===== src/design/stepper_move_step_generator_macros.svh =====
// ----------------------------------------------------------------------------
// Stepper move step generator assertion macros
// Shared property wrappers for the concurrent checks in the design files.
// ----------------------------------------------------------------------------
`ifndef STEPPER_MOVE_STEP_GENERATOR_MACROS_SVH
`define STEPPER_MOVE_STEP_GENERATOR_MACROS_SVH

// Same-cycle implication, disabled during reset
`define SMSG_ASSERT_IMPL(label, clk, rst, ante, cons, msg) \
  label: assert property (@(posedge clk) disable iff (rst) (ante) |-> (cons)) \
    else $error(msg);

// Next-cycle implication, disabled during reset
`define SMSG_ASSERT_NEXT(label, clk, rst, ante, cons, msg) \
  label: assert property (@(posedge clk) disable iff (rst) (ante) |=> (cons)) \
    else $error(msg);

`endif


===== src/design/smsg_pkg.sv =====
// ----------------------------------------------------------------------------
// Stepper move step generator package
// Widths, operation and direction codes, and the divider request type.
// ----------------------------------------------------------------------------
`timescale 1ns / 1ps

package smsg_pkg;

  localparam int POS_BITS  = 32;
  localparam int FRAC_BITS = 8;

  localparam int OP_W   = 2;
  localparam int GOAL_W = 32;
  localparam int MT_W   = 24;
  localparam int SPD_W  = 20;
  localparam int MIN_W  = 16;
  localparam int IV_W   = 48;

  localparam int US_PER_MS = 1000;
  localparam int US_PER_S  = 1000000;
  localparam int MS_W      = 10;

  // Dividend: move time in microseconds, scaled by the fraction bits
  localparam int PROD_W    = MT_W + MS_W;
  localparam int NUM_W     = PROD_W + FRAC_BITS;
  localparam int DVS_W     = (POS_BITS > SPD_W) ? POS_BITS : SPD_W;
  localparam int DIV_CNT_W = $clog2(NUM_W + 1);

  localparam logic [IV_W-1:0]  IV_MAX       = '1;
  localparam logic [NUM_W-1:0] SPD_DIVIDEND = NUM_W'(US_PER_S) << FRAC_BITS;
  localparam logic [IV_W-1:0]  IV_ONE       = IV_W'(1) << FRAC_BITS;

  localparam logic [OP_W-1:0] OP_TICK       = 2'd0;
  localparam logic [OP_W-1:0] OP_MOVE_TIME  = 2'd1;
  localparam logic [OP_W-1:0] OP_MOVE_SPEED = 2'd2;
  localparam logic [OP_W-1:0] OP_STATUS     = 2'd3;

  typedef logic [1:0] dir_t;
  localparam dir_t DIR_NONE = 2'd0;
  localparam dir_t DIR_CW   = 2'd1;
  localparam dir_t DIR_CCW  = 2'd2;

  typedef struct packed {
    logic             start;
    logic [NUM_W-1:0] dividend;
    logic [DVS_W-1:0] divisor;
  } div_req_t;

endpackage


===== src/design/smsg_div.sv =====
// ----------------------------------------------------------------------------
// Stepper move step generator divider
// Restoring divider, one quotient bit per cycle, shared by both move ops.
// ----------------------------------------------------------------------------
`timescale 1ns / 1ps
`include "stepper_move_step_generator_macros.svh"

module smsg_div (
  input  logic                      clk,
  input  logic                      rst,
  input  smsg_pkg::div_req_t        req,
  output logic                      done,
  output logic [smsg_pkg::NUM_W-1:0] quotient
);
  import smsg_pkg::*;

  logic [DIV_CNT_W-1:0] cnt;
  logic [DVS_W-1:0]     rem;
  logic [NUM_W-1:0]     dvd;
  logic [DVS_W-1:0]     divisor_r;
  logic [DVS_W:0]       trial;
  logic [DVS_W:0]       trial_diff;
  logic                 fits;
  logic                 busy;

  assign busy       = (cnt != '0);
  assign trial      = {rem, dvd[NUM_W-1]};
  assign fits       = (trial >= {1'b0, divisor_r});
  assign trial_diff = trial - {1'b0, divisor_r};
  assign quotient   = dvd;

  always_ff @(posedge clk) begin
    if (rst) begin
      cnt  <= '0;
      done <= 1'b0;
    end else begin
      // flag the cycle after the last quotient bit
      done <= !req.start && (cnt == DIV_CNT_W'(1));
      if (req.start) begin
        cnt       <= DIV_CNT_W'(NUM_W);
        rem       <= '0;
        dvd       <= req.dividend;
        divisor_r <= req.divisor;
      end else if (busy) begin
        // shift the next dividend bit in, keep the quotient bit in its place
        rem <= fits ? trial_diff[DVS_W-1:0] : trial[DVS_W-1:0];
        dvd <= {dvd[NUM_W-2:0], fits};
        cnt <= cnt - DIV_CNT_W'(1);
      end
    end
  end

  `SMSG_ASSERT_IMPL(a_start_idle, clk, rst, req.start, !busy, "divider started while busy")
  `SMSG_ASSERT_IMPL(a_divisor_nz, clk, rst, req.start, req.divisor != '0, "zero divisor")
  `SMSG_ASSERT_IMPL(a_done_last, clk, rst, done, !busy, "done while iterating")

endmodule


===== src/design/stepper_move_step_generator.sv =====
// ----------------------------------------------------------------------------
// Stepper move step generator
// Constant-rate step/direction generator with timed and speed moves.
// ----------------------------------------------------------------------------
// One item is worked on at a time. A tick that finds a move running passes
// through S_DECODE, S_TICK2, S_TICK3 and S_OUT; an idle tick or a status item
// passes through S_DECODE and S_OUT. A move that needs an interval waits on
// the serial restoring divider, which works out its 42 quotient bits one after
// another; a move with a move time first passes S_MUL. A move whose goal equals
// the current position, or one with zero speed, skips the divider. A result
// waits in S_OUT while the previous one is held by out_stall. The next item is
// taken as soon as the result sits in the output register.
`timescale 1ns / 1ps
`include "stepper_move_step_generator_macros.svh"

module stepper_move_step_generator (
  input  logic                              clk,
  input  logic                              rst,
  input  logic                              cfg_wr_en,
  input  logic [smsg_pkg::MIN_W-1:0]        cfg_wr_data,
  input  logic                              in_valid,
  output logic                              in_stall,
  input  logic [smsg_pkg::OP_W-1:0]         op,
  input  logic signed [smsg_pkg::GOAL_W-1:0] goal_position,
  input  logic [smsg_pkg::MT_W-1:0]         move_time_ms,
  input  logic [smsg_pkg::SPD_W-1:0]        speed_sps,
  input  logic                              clear_finished,
  output logic                              out_valid,
  input  logic                              out_stall,
  output logic                              step_pulse,
  output logic                              dir_cw,
  output logic                              running,
  output logic                              finished,
  output logic signed [smsg_pkg::GOAL_W-1:0] position_now,
  output logic signed [smsg_pkg::GOAL_W-1:0] position_goal
);
  import smsg_pkg::*;

  localparam logic [3:0] S_IDLE   = 4'd0;
  localparam logic [3:0] S_DECODE = 4'd1;
  localparam logic [3:0] S_MUL    = 4'd2;
  localparam logic [3:0] S_DIVGO  = 4'd3;
  localparam logic [3:0] S_DIVW   = 4'd4;
  localparam logic [3:0] S_START  = 4'd5;
  localparam logic [3:0] S_TICK2  = 4'd6;
  localparam logic [3:0] S_TICK3  = 4'd7;
  localparam logic [3:0] S_OUT    = 4'd8;

  logic [3:0]                 state;
  logic [OP_W-1:0]            op_r;
  logic [MT_W-1:0]            move_time_r;
  logic [SPD_W-1:0]           speed_r;
  logic                       clear_r;
  logic                       step_r;
  logic                       neq_r;
  logic                       neg_r;
  logic [MIN_W-1:0]           min_interval_us;
  logic signed [POS_BITS-1:0] current_pos;
  logic signed [POS_BITS-1:0] target_pos;
  logic [IV_W-1:0]            step_interval;
  logic [IV_W-1:0]            elapsed;
  dir_t                       dir_state;
  logic                       run_flag;
  logic                       done_flag;
  logic [NUM_W-1:0]           dividend_r;
  logic [DVS_W-1:0]           divisor_r;

  logic signed [POS_BITS:0]   diff;
  logic [POS_BITS:0]          diff_abs;
  logic [PROD_W-1:0]          prod;
  logic [IV_W:0]              elapsed_inc;
  logic [IV_W-1:0]            min_lo;
  logic                       out_load;
  div_req_t                   div_req;
  logic                       div_done;
  logic [NUM_W-1:0]           div_quot;

  assign diff     = (POS_BITS+1)'(target_pos) - (POS_BITS+1)'(current_pos);
  assign diff_abs = diff[POS_BITS] ? (POS_BITS+1)'(-diff) : (POS_BITS+1)'(diff);
  assign prod     = PROD_W'(move_time_r) * PROD_W'(US_PER_MS);
  assign elapsed_inc = {1'b0, elapsed} + {1'b0, IV_ONE};
  assign min_lo   = IV_W'(min_interval_us) << FRAC_BITS;
  assign out_load = (state == S_OUT) && (!out_valid || !out_stall);

  assign div_req.start    = (state == S_DIVGO);
  assign div_req.dividend = dividend_r;
  assign div_req.divisor  = divisor_r;

  assign in_stall = (state != S_IDLE);

  smsg_div u_div (
    .clk      (clk),
    .rst      (rst),
    .req      (div_req),
    .done     (div_done),
    .quotient (div_quot)
  );

  always_ff @(posedge clk) begin
    if (rst) begin
      state           <= S_IDLE;
      out_valid       <= 1'b0;
      current_pos     <= '0;
      target_pos      <= '0;
      step_interval   <= '0;
      elapsed         <= '0;
      dir_state       <= DIR_NONE;
      run_flag        <= 1'b0;
      done_flag       <= 1'b0;
      min_interval_us <= MIN_W'(1);
      step_r          <= 1'b0;
    end else begin
      if (cfg_wr_en) begin
        min_interval_us <= cfg_wr_data;
      end
      if (out_load) begin
        out_valid <= 1'b1;
      end else if (out_valid && !out_stall) begin
        out_valid <= 1'b0;
      end

      case (state)
        S_IDLE: begin
          if (in_valid) begin
            op_r        <= op;
            move_time_r <= move_time_ms;
            speed_r     <= speed_sps;
            clear_r     <= clear_finished;
            step_r      <= 1'b0;
            if (op == OP_MOVE_TIME || op == OP_MOVE_SPEED) begin
              target_pos <= goal_position[POS_BITS-1:0];
            end
            state <= S_DECODE;
          end
        end

        S_DECODE: begin
          neq_r     <= (diff != '0);
          neg_r     <= diff[POS_BITS];
          case (op_r)
            OP_TICK: begin
              if (run_flag) begin
                // saturate at the top of the counter
                elapsed <= elapsed_inc[IV_W] ? IV_MAX : elapsed_inc[IV_W-1:0];
                state   <= S_TICK2;
              end else begin
                state <= S_OUT;
              end
            end
            OP_MOVE_TIME: begin
              divisor_r <= DVS_W'(diff_abs[POS_BITS-1:0]);
              state     <= (diff != '0) ? S_MUL : S_START;
            end
            OP_MOVE_SPEED: begin
              if (diff == '0) begin
                state <= S_START;
              end else if (speed_r == '0) begin
                step_interval <= IV_MAX;
                state         <= S_START;
              end else begin
                dividend_r <= SPD_DIVIDEND;
                divisor_r  <= DVS_W'(speed_r);
                state      <= S_DIVGO;
              end
            end
            default: begin
              state <= S_OUT;
            end
          endcase
        end

        S_MUL: begin
          dividend_r <= NUM_W'(prod) << FRAC_BITS;
          state      <= S_DIVGO;
        end

        S_DIVGO: begin
          state <= S_DIVW;
        end

        S_DIVW: begin
          if (div_done) begin
            step_interval <= IV_W'(div_quot);
            state         <= S_START;
          end
        end

        S_START: begin
          if (neq_r) begin
            if (step_interval < min_lo) begin
              step_interval <= min_lo;
            end
            dir_state <= neg_r ? DIR_CCW : DIR_CW;
            run_flag  <= 1'b1;
            elapsed   <= '0;
          end else begin
            dir_state     <= DIR_NONE;
            step_interval <= '0;
            if (run_flag) begin
              run_flag  <= 1'b0;
              done_flag <= 1'b1;
            end
          end
          state <= S_OUT;
        end

        S_TICK2: begin
          if (elapsed >= step_interval) begin
            case (dir_state)
              DIR_CW:  current_pos <= current_pos + POS_BITS'(1);
              DIR_CCW: current_pos <= current_pos - POS_BITS'(1);
              default: current_pos <= current_pos;
            endcase
            step_r  <= 1'b1;
            elapsed <= elapsed - step_interval;
          end
          state <= S_TICK3;
        end

        S_TICK3: begin
          // still late after a step: drop the backlog
          if (step_r && elapsed >= step_interval) begin
            elapsed <= '0;
          end
          if (current_pos == target_pos) begin
            run_flag  <= 1'b0;
            done_flag <= 1'b1;
          end
          state <= S_OUT;
        end

        S_OUT: begin
          if (out_load) begin
            step_pulse    <= step_r;
            dir_cw        <= (dir_state == DIR_CW);
            running       <= run_flag;
            finished      <= done_flag;
            position_now  <= GOAL_W'(current_pos);
            position_goal <= GOAL_W'(target_pos);
            if (op_r == OP_STATUS && clear_r) begin
              done_flag <= 1'b0;
            end
            state     <= S_IDLE;
          end
        end

        default: begin
          state <= S_IDLE;
        end
      endcase
    end
  end

  `SMSG_ASSERT_IMPL(a_run_off_goal, clk, rst, state == S_IDLE && run_flag, current_pos != target_pos && dir_state != DIR_NONE, "running at goal or without direction")
  `SMSG_ASSERT_IMPL(a_step_on_tick, clk, rst, state == S_OUT && step_r, op_r == OP_TICK, "step outside a tick")
  `SMSG_ASSERT_IMPL(a_div_done_wait, clk, rst, div_done, state == S_DIVW, "divider result unexpected")

endmodule

===== config.mk =====
export PLATFORM = sky130hd
export DESIGN_NAME = stepper_move_step_generator
export DESIGN_NICKNAME = d
export VERILOG_FILES = /design/src/design/smsg_pkg.sv /design/src/design/smsg_div.sv /design/src/design/stepper_move_step_generator.sv
export VERILOG_INCLUDE_DIRS = /design/src /design/src/design
export SDC_FILE = /design/constraint.sdc
export NUM_CORES = 1
export LEC_CHECK = 0
export BUFFER_PORTS_ARGS = -buffer_cell sky130_fd_sc_hd__clkbuf_2
export CORE_UTILIZATION = 50
export CTS_CLUSTER_SIZE = 40
export DETAILED_ROUTE_END_ITERATION = 8
export PLACE_DENSITY = 0.67
export SYNTH_ARGS = -nofsm -noshare
export SYNTH_HDL_FRONTEND = slang
export SYNTH_SLANG_ARGS = --single-unit

===== constraint.sdc =====
create_clock -name clk -period 8.6 [get_ports clk]
set_input_delay 1.29 -clock clk [delete_from_list [all_inputs] [get_ports clk]]
set_output_delay 1.29 -clock clk [all_outputs]
set_load 0.01 [all_outputs]

== Word-level counts from Yosys, hierarchy flattened ==
Cells that the tools add are included.

* Register bits after elaboration: 490
* Latch bits: 0
* RAM bits: 0
* Memory bits (read-only): 0
* Input port bits: 100
* Memories kept: 0

* Add/subtract/negate cells: 8
* $mul: 1
* Divide/modulo/power cells: 0
* Magnitude comparators: 3
* Eq/ne operators: 36
* Shifts and indexed selects: 0
* Multiplexer cells: 54
* Bitwise logic cells: 1
* Reductions and logical operators: 44

{| class="wikitable"
|+ Operators with widths
! kind !! count
|-
| two-way mux 48 bit || 12
|-
| two-way mux 42 bit || 5
|-
| one-hot mux 48 bit (4 select lines) || 1
|-
| two-way mux 32 bit || 5
|-
| one-hot mux 48 bit (3 select lines) || 1
|-
| one-hot mux 32 bit (2 select lines) || 2
|-
| one-hot mux 42 bit (2 select lines) || 1
|-
| adder 48 x 9 -> 49 bit, second input constant || 1
|-
| >= comparator 48 bit || 1
|-
| < comparator 48 x 24 -> 1 bit || 1
|-
| subtractor 48 bit || 1
|-
| >= comparator 33 x 32 -> 1 bit || 1
|-
| zero test 33 bit || 1
|-
| nonzero test 33 bit || 1
|-
| subtractor 32 x 32 -> 33 bit || 1
|-
| adder 32 x 2 -> 32 bit, second input constant || 1
|-
| == test 32 bit || 1
|-
| negation 32 bit || 1
|-
| one-hot mux 4 bit (8 select lines) || 1
|-
| subtractor 32 x 2 -> 32 bit, second input constant || 1
|-
| subtractor 32 bit || 1
|-
| multiplier 24 x 7 -> 31 bit, second input constant || 1
|-
| inequality test 2 bit, second input constant || 15
|-
| zero test 20 bit || 1
|-
| 33 further kinds || 89
|}

== Depth between registers and ports, before layout ==
* Word-level depth: 5
* Depth in mapped cells: 22
* Mapped depth without buffers: 21

== Cells and area by module ==
A second synthesis with hierarchy kept.

* Cells, all modules: 3,413
* Area total of the unflattened synthesis: 32,347.3 µm²

{| class="wikitable"
|+ By module, submodules not included
! module !! instances !! cells an instance !! area an instance (µm²) !! sequential area each (µm²)
|-
| stepper_move_step_generator || 1 || 2,818 || 25,858.6 || 9,028.7
|-
| smsg_div || 1 || 595 || 6,488.7 || 3,323.2
|}

== Worst setup path before layout ==
No wires, ideal clock.

* Kind: input to register
* From: input port rst
* To: register dir_cw (enable)
* Data arrival time: 6.569 ns
* Data required time: 8.008 ns
* Slack: 1.439 ns
* Stages on the path: 3
* Buffers on the path: 2
* Cell sequence: clkbuf_8 -> clkbuf_8 -> nor3b_1

* Word-level cells in the longest chain between the ends: 2

{| class="wikitable"
|+ RTL lines
! item !! RTL line !! text
|-
| from (decl) || stepper_move_step_generator.sv:18 || <nowiki>input logic rst,</nowiki>
|-
| inverter 1 bit (no source line) || -- ||
|-
| AND reduction 3 bit (no source line) || -- ||
|-
| to (signal assigned) || stepper_move_step_generator.sv:235 || <nowiki>dir_cw <= (dir_state == DIR_CW);</nowiki>
|-
| to (decl) || stepper_move_step_generator.sv:31 || <nowiki>output logic dir_cw,</nowiki>
|}

Every way passes these cells.
A chain may end at the register's enable or synchronous reset.

== Worst setup path after layout ==
* From: register move_time_r[6]
* To: register dividend_r[40], data pin

* Word-level cells in the longest chain between the ends: 2

{| class="wikitable"
|+ RTL lines
! item !! RTL line !! text
|-
| from (decl) || stepper_move_step_generator.sv:51 || <nowiki>logic [MT_W-1:0] move_time_r;</nowiki>
|-
| from (signal assigned) || stepper_move_step_generator.sv:126 || <nowiki>move_time_r <= move_time_ms;</nowiki>
|-
| multiplier 24 x 7 -> 31 bit || stepper_move_step_generator.sv:80 || <nowiki>assign prod = PROD_W'(move_time_r) * PROD_W'(US_PER_MS);</nowiki>
|-
| one-hot mux 42 bit (2 select lines) || stepper_move_step_generator.sv:122 || <nowiki>case (state)</nowiki>
|-
| to (signal assigned) || stepper_move_step_generator.sv:173 || <nowiki>dividend_r <= NUM_W'(prod) << FRAC_BITS;</nowiki>
|-
| to (decl) || stepper_move_step_generator.sv:65 || <nowiki>logic [NUM_W-1:0] dividend_r;</nowiki>
|}

Every way passes these cells.

==> metrics.md <==
| Metric | Value |
|---|---|
| Status | complete, no violations |
| CTS root buf | clkbuf_16 |
| Max_cap viols | 0 |
| Crit path capture type | register |
| Area of the core | 61,800 um2 |
| Worst EP arrival | 5.73 ns |
| Hpwl dp | between 50,000 and 60,000 um |
| Initial Utilization | 50.7% |
| WL final | 75,900 um |
| # IOs | 170 |
| Static leakage | 14.2 nW |
| First-pass iteration count of the detailed router | 6 |
| H-tree depth | 2 |
| Hold-fix buffers at CTS | 0 |
| Final setup vio count | 0 |
| Die Wd | around 250 um |
| CTS Buf Count | 51 |
| Mapped Nets | 3,659 |
| Synth warn | 0 |
| Ant diodes | 0 |
| Fraction of layout cells with a size suffix above 1 | 12.2% |
| Critical path peak fanout | 6 |
| Post-synthesis sequential area ratio | 39.4% |
| Vias in the first global route | 23,800 |
| Average cell area after synthesis | 9.69 um2 |
| Share of the synthesized area in the top cell type | approximately 27% |
| CP max stage cell | fa_1 |
| Final period util | 62.7% |
| Non-Filler Instances | 4,231 |
| Syn-to-layout area delta | 10.1% |
| Final hold viol count | 0 |
| Worst slew margin | approximately 25% |
| Maximum vdd drop | 155 uV |
| Commonest non-fill, non-tap cell in the layout | nand2_1 |
| Crit path launch type | register |
| Tot Pwr | 9.16 mW |
| Clock Sinks | ~470 |
| PD cells | ~270 nW/um2 |
| Antenna viol nets, final | 0 |
| First-pass GRT wire length | 123,000 um |
| Pins Over Slew Limit | 0 |
| Leading area contributor after synthesis | edfxtp_1 |
| Buffers on Ports | 169 |
| CTS max path bufs | 3 |
| Initial DRC Count | 1,561 |
| DRC | 0 |
| Nets | 3,776 |
| Post-synthesis cell count | 3,236 |
| Vias per cell | approximately 5.7 |
| Slew of the pin with the lowest slew margin | 1.12 ns |
| Synth area leaders | edfxtp_1, dfxtp_1, ha_1 |
| Achievable Freq | 0.186 GHz |
| RSZ-0062 raised after global routing | false |
| Synthesized flop and latch total | around 470 |
| CP max stage delay | 0.51 ns |
| Clk pin slew, worst setup/hold paths | 0.06 ns |
| Setup TNS | 0 ns |
| Count of cell types in the netlist | 95 |
| Die Area | about 64,000 um2 |
| Min Hold Slack | 0.416 ns |
| CP top delay family | adder cells |
| Worst Path Buf+Inv | 4 |
| Clock Skew | around 0.027 ns |
| Post-synth EDFFs | 286 |
| Vias | 24,100 |
| Largest net degree at the start of global routing | 78 |
| Placed cells | 4,137 |
| Post-DP Area | 32,800 um2 |
| Initial antenna violation count | 5 |
| Resize count post-CTS | 0 |
| All-Layer GR Usage | 23.8% |
| Worst hold-check path type | reg2reg |
| Post-layout minimum cycle time | approximately 5.4 ns |
| DIE HEIGHT | 252 um |
| Rows | 91 |
| Latest clock arrival within the worst-skew pair | ~0.62 ns |
| Area of the mapped netlist | 31,300 um2 |
| Most used DFF post-synth | edfxtp_1 |
| Worst Path Required | just under 9 ns |
| Remaining global-route overflow | 0 |
| Design Area, Final | around 35,000 um2 |
| Postcts setup bufs | 0 |
| Critical path class | reg2reg |
| Commonest non-fill, non-tap cells in the layout | nand2_1, edfxtp_1, nor2_1 |
| DR WL/cell | between 15 and 20 um |
| Post-synth ARST share | 0% |
| TritonCTS clock tree | yes |
| Crit path cell chain | inv_1, fa_1, fa_1, inv_1, fa_1, inv_1, fa_1, inv_1, ha_1, or2_2, a21oi_1, a211oi_1, o2111ai_1, a21o_1, nand2_1, a2111oi_0, o21bai_1, xnor2_1, nor2_1 |
| RD Place Congestion | between 0.9 and 1 |
[synthesized netlist by cell type (23+ instances only)]
| library cell | number |
|---|---|
| nand2_1 | 318 |
| edfxtp_1 | 286 |
| nor2_1 | 275 |
| a21oi_1 | 264 |
| inv_1 | 262 |
| ha_1 | 233 |
| dfxtp_1 | 188 |
| xnor2_1 | 140 |
| o21ai_0 | 103 |
| clkbuf_1 | 101 |
| fa_1 | 90 |
| a21o_1 | 83 |
| nor3_1 | 80 |
| xor2_1 | 66 |
| nand3_1 | 47 |
| nand4_1 | 46 |
| mux2i_1 | 42 |
| a221oi_2 | 40 |
| nand2b_1 | 39 |
| a211oi_1 | 35 |
| o21a_1 | 33 |
| a221oi_1 | 31 |
| nor2b_1 | 29 |
| a31oi_1 | 28 |
| and3_1 | 27 |
| o21bai_1 | 25 |
| or2b_2 | 23 |
[final cells by class]
cell class                 count  area, um2
clock buffer                  74       1490
clock inverter                20        183
fill                        5445      27300
inverter                     262        983
multi-input combinational   2369      17400
sequential                   474      12400
tap                          837       1050
timing repair buffer         195       1050
[path summary, 6_finish.rpt]
path                                      from                  end  slack (ns)  cells past startpoint
worst max-delay path            move_time_r[6]       dividend_r[40]        3.21                     19
worst min register to register   divisor_r[28]  u_div.divisor_r[28]        0.42                      0
worst max register to register  move_time_r[6]       dividend_r[40]        3.21                     19
worst min-delay path             divisor_r[28]  u_div.divisor_r[28]        0.42                      0
[worst register-to-register path, delay by kind of cell, from the launching register on]
family | cells | cell delay, ns
adders and majority gates | 5 | 2.34
AOI/OAI and AO/OA | 6 | 1.31
DFF | 1 | 0.50
and+or+nand+nor | 3 | 0.43
buffers and inverters | 4 | 0.35
xor gates and xnor gates | 1 | 0.18
[sequential cells by signal, summed over array words and instances (netlist names), 6 cells and up]
register / cells
speed_r: 20
u_div.rem: 32
current_pos: 32
step_interval: 43
u_div.cnt: 6
min_interval_us: 16
divisor_r: 32
position_now: 32
target_pos: 32
position_goal: 32
elapsed: 48
u_div.quotient: 42
u_div.divisor_r: 32
dividend_r: 31
move_time_r: 24
[kinds of logic after synthesis]
logic type / after synthesis / synth area share, %
and+or+nand+nor: 1025 / 16.1
AOI/OAI and AO/OA: 769 / 16.9
DFF: 474 / 39.4
buffers and inverters: 393 / 5.32
adders and majority gates: 323 / 15.0
xor gates and xnor gates: 206 / 5.76
muxes: 46 / 1.49
[power breakdown]
part	switching [mW]	leakage [nW]	internal, mW
registers	0.172	4.17	2.83
clock network	0.938	0.806	1.26
logic	2.28	9.28	1.68
total	3.39	14.2	5.78
[layer usage]
layer | track usage (%) | part of all wire, % | vias up
li1 | - | - | 11800
met1 | 33.6 | 47 | 11500
met3 | 4.61 | 6.2 | 119
met4 | 6.56 | 2.5 | 6
met2 | 37.4 | 45 | 604
met5 | 0 | 0.045 | -
[stage by stage]
stage / util (%) / setup WS (ns)
after detailed placement: 53.1 / 3.16
final: 55.8 / 3.21
after global routing: 55.8 / 2.82
after floorplan: - / 1.44
after CTS: 55.8 / 3.15
after global placement: 53.1 / 3.36
No activity file was read; power rests on OpenSTA's default activity.
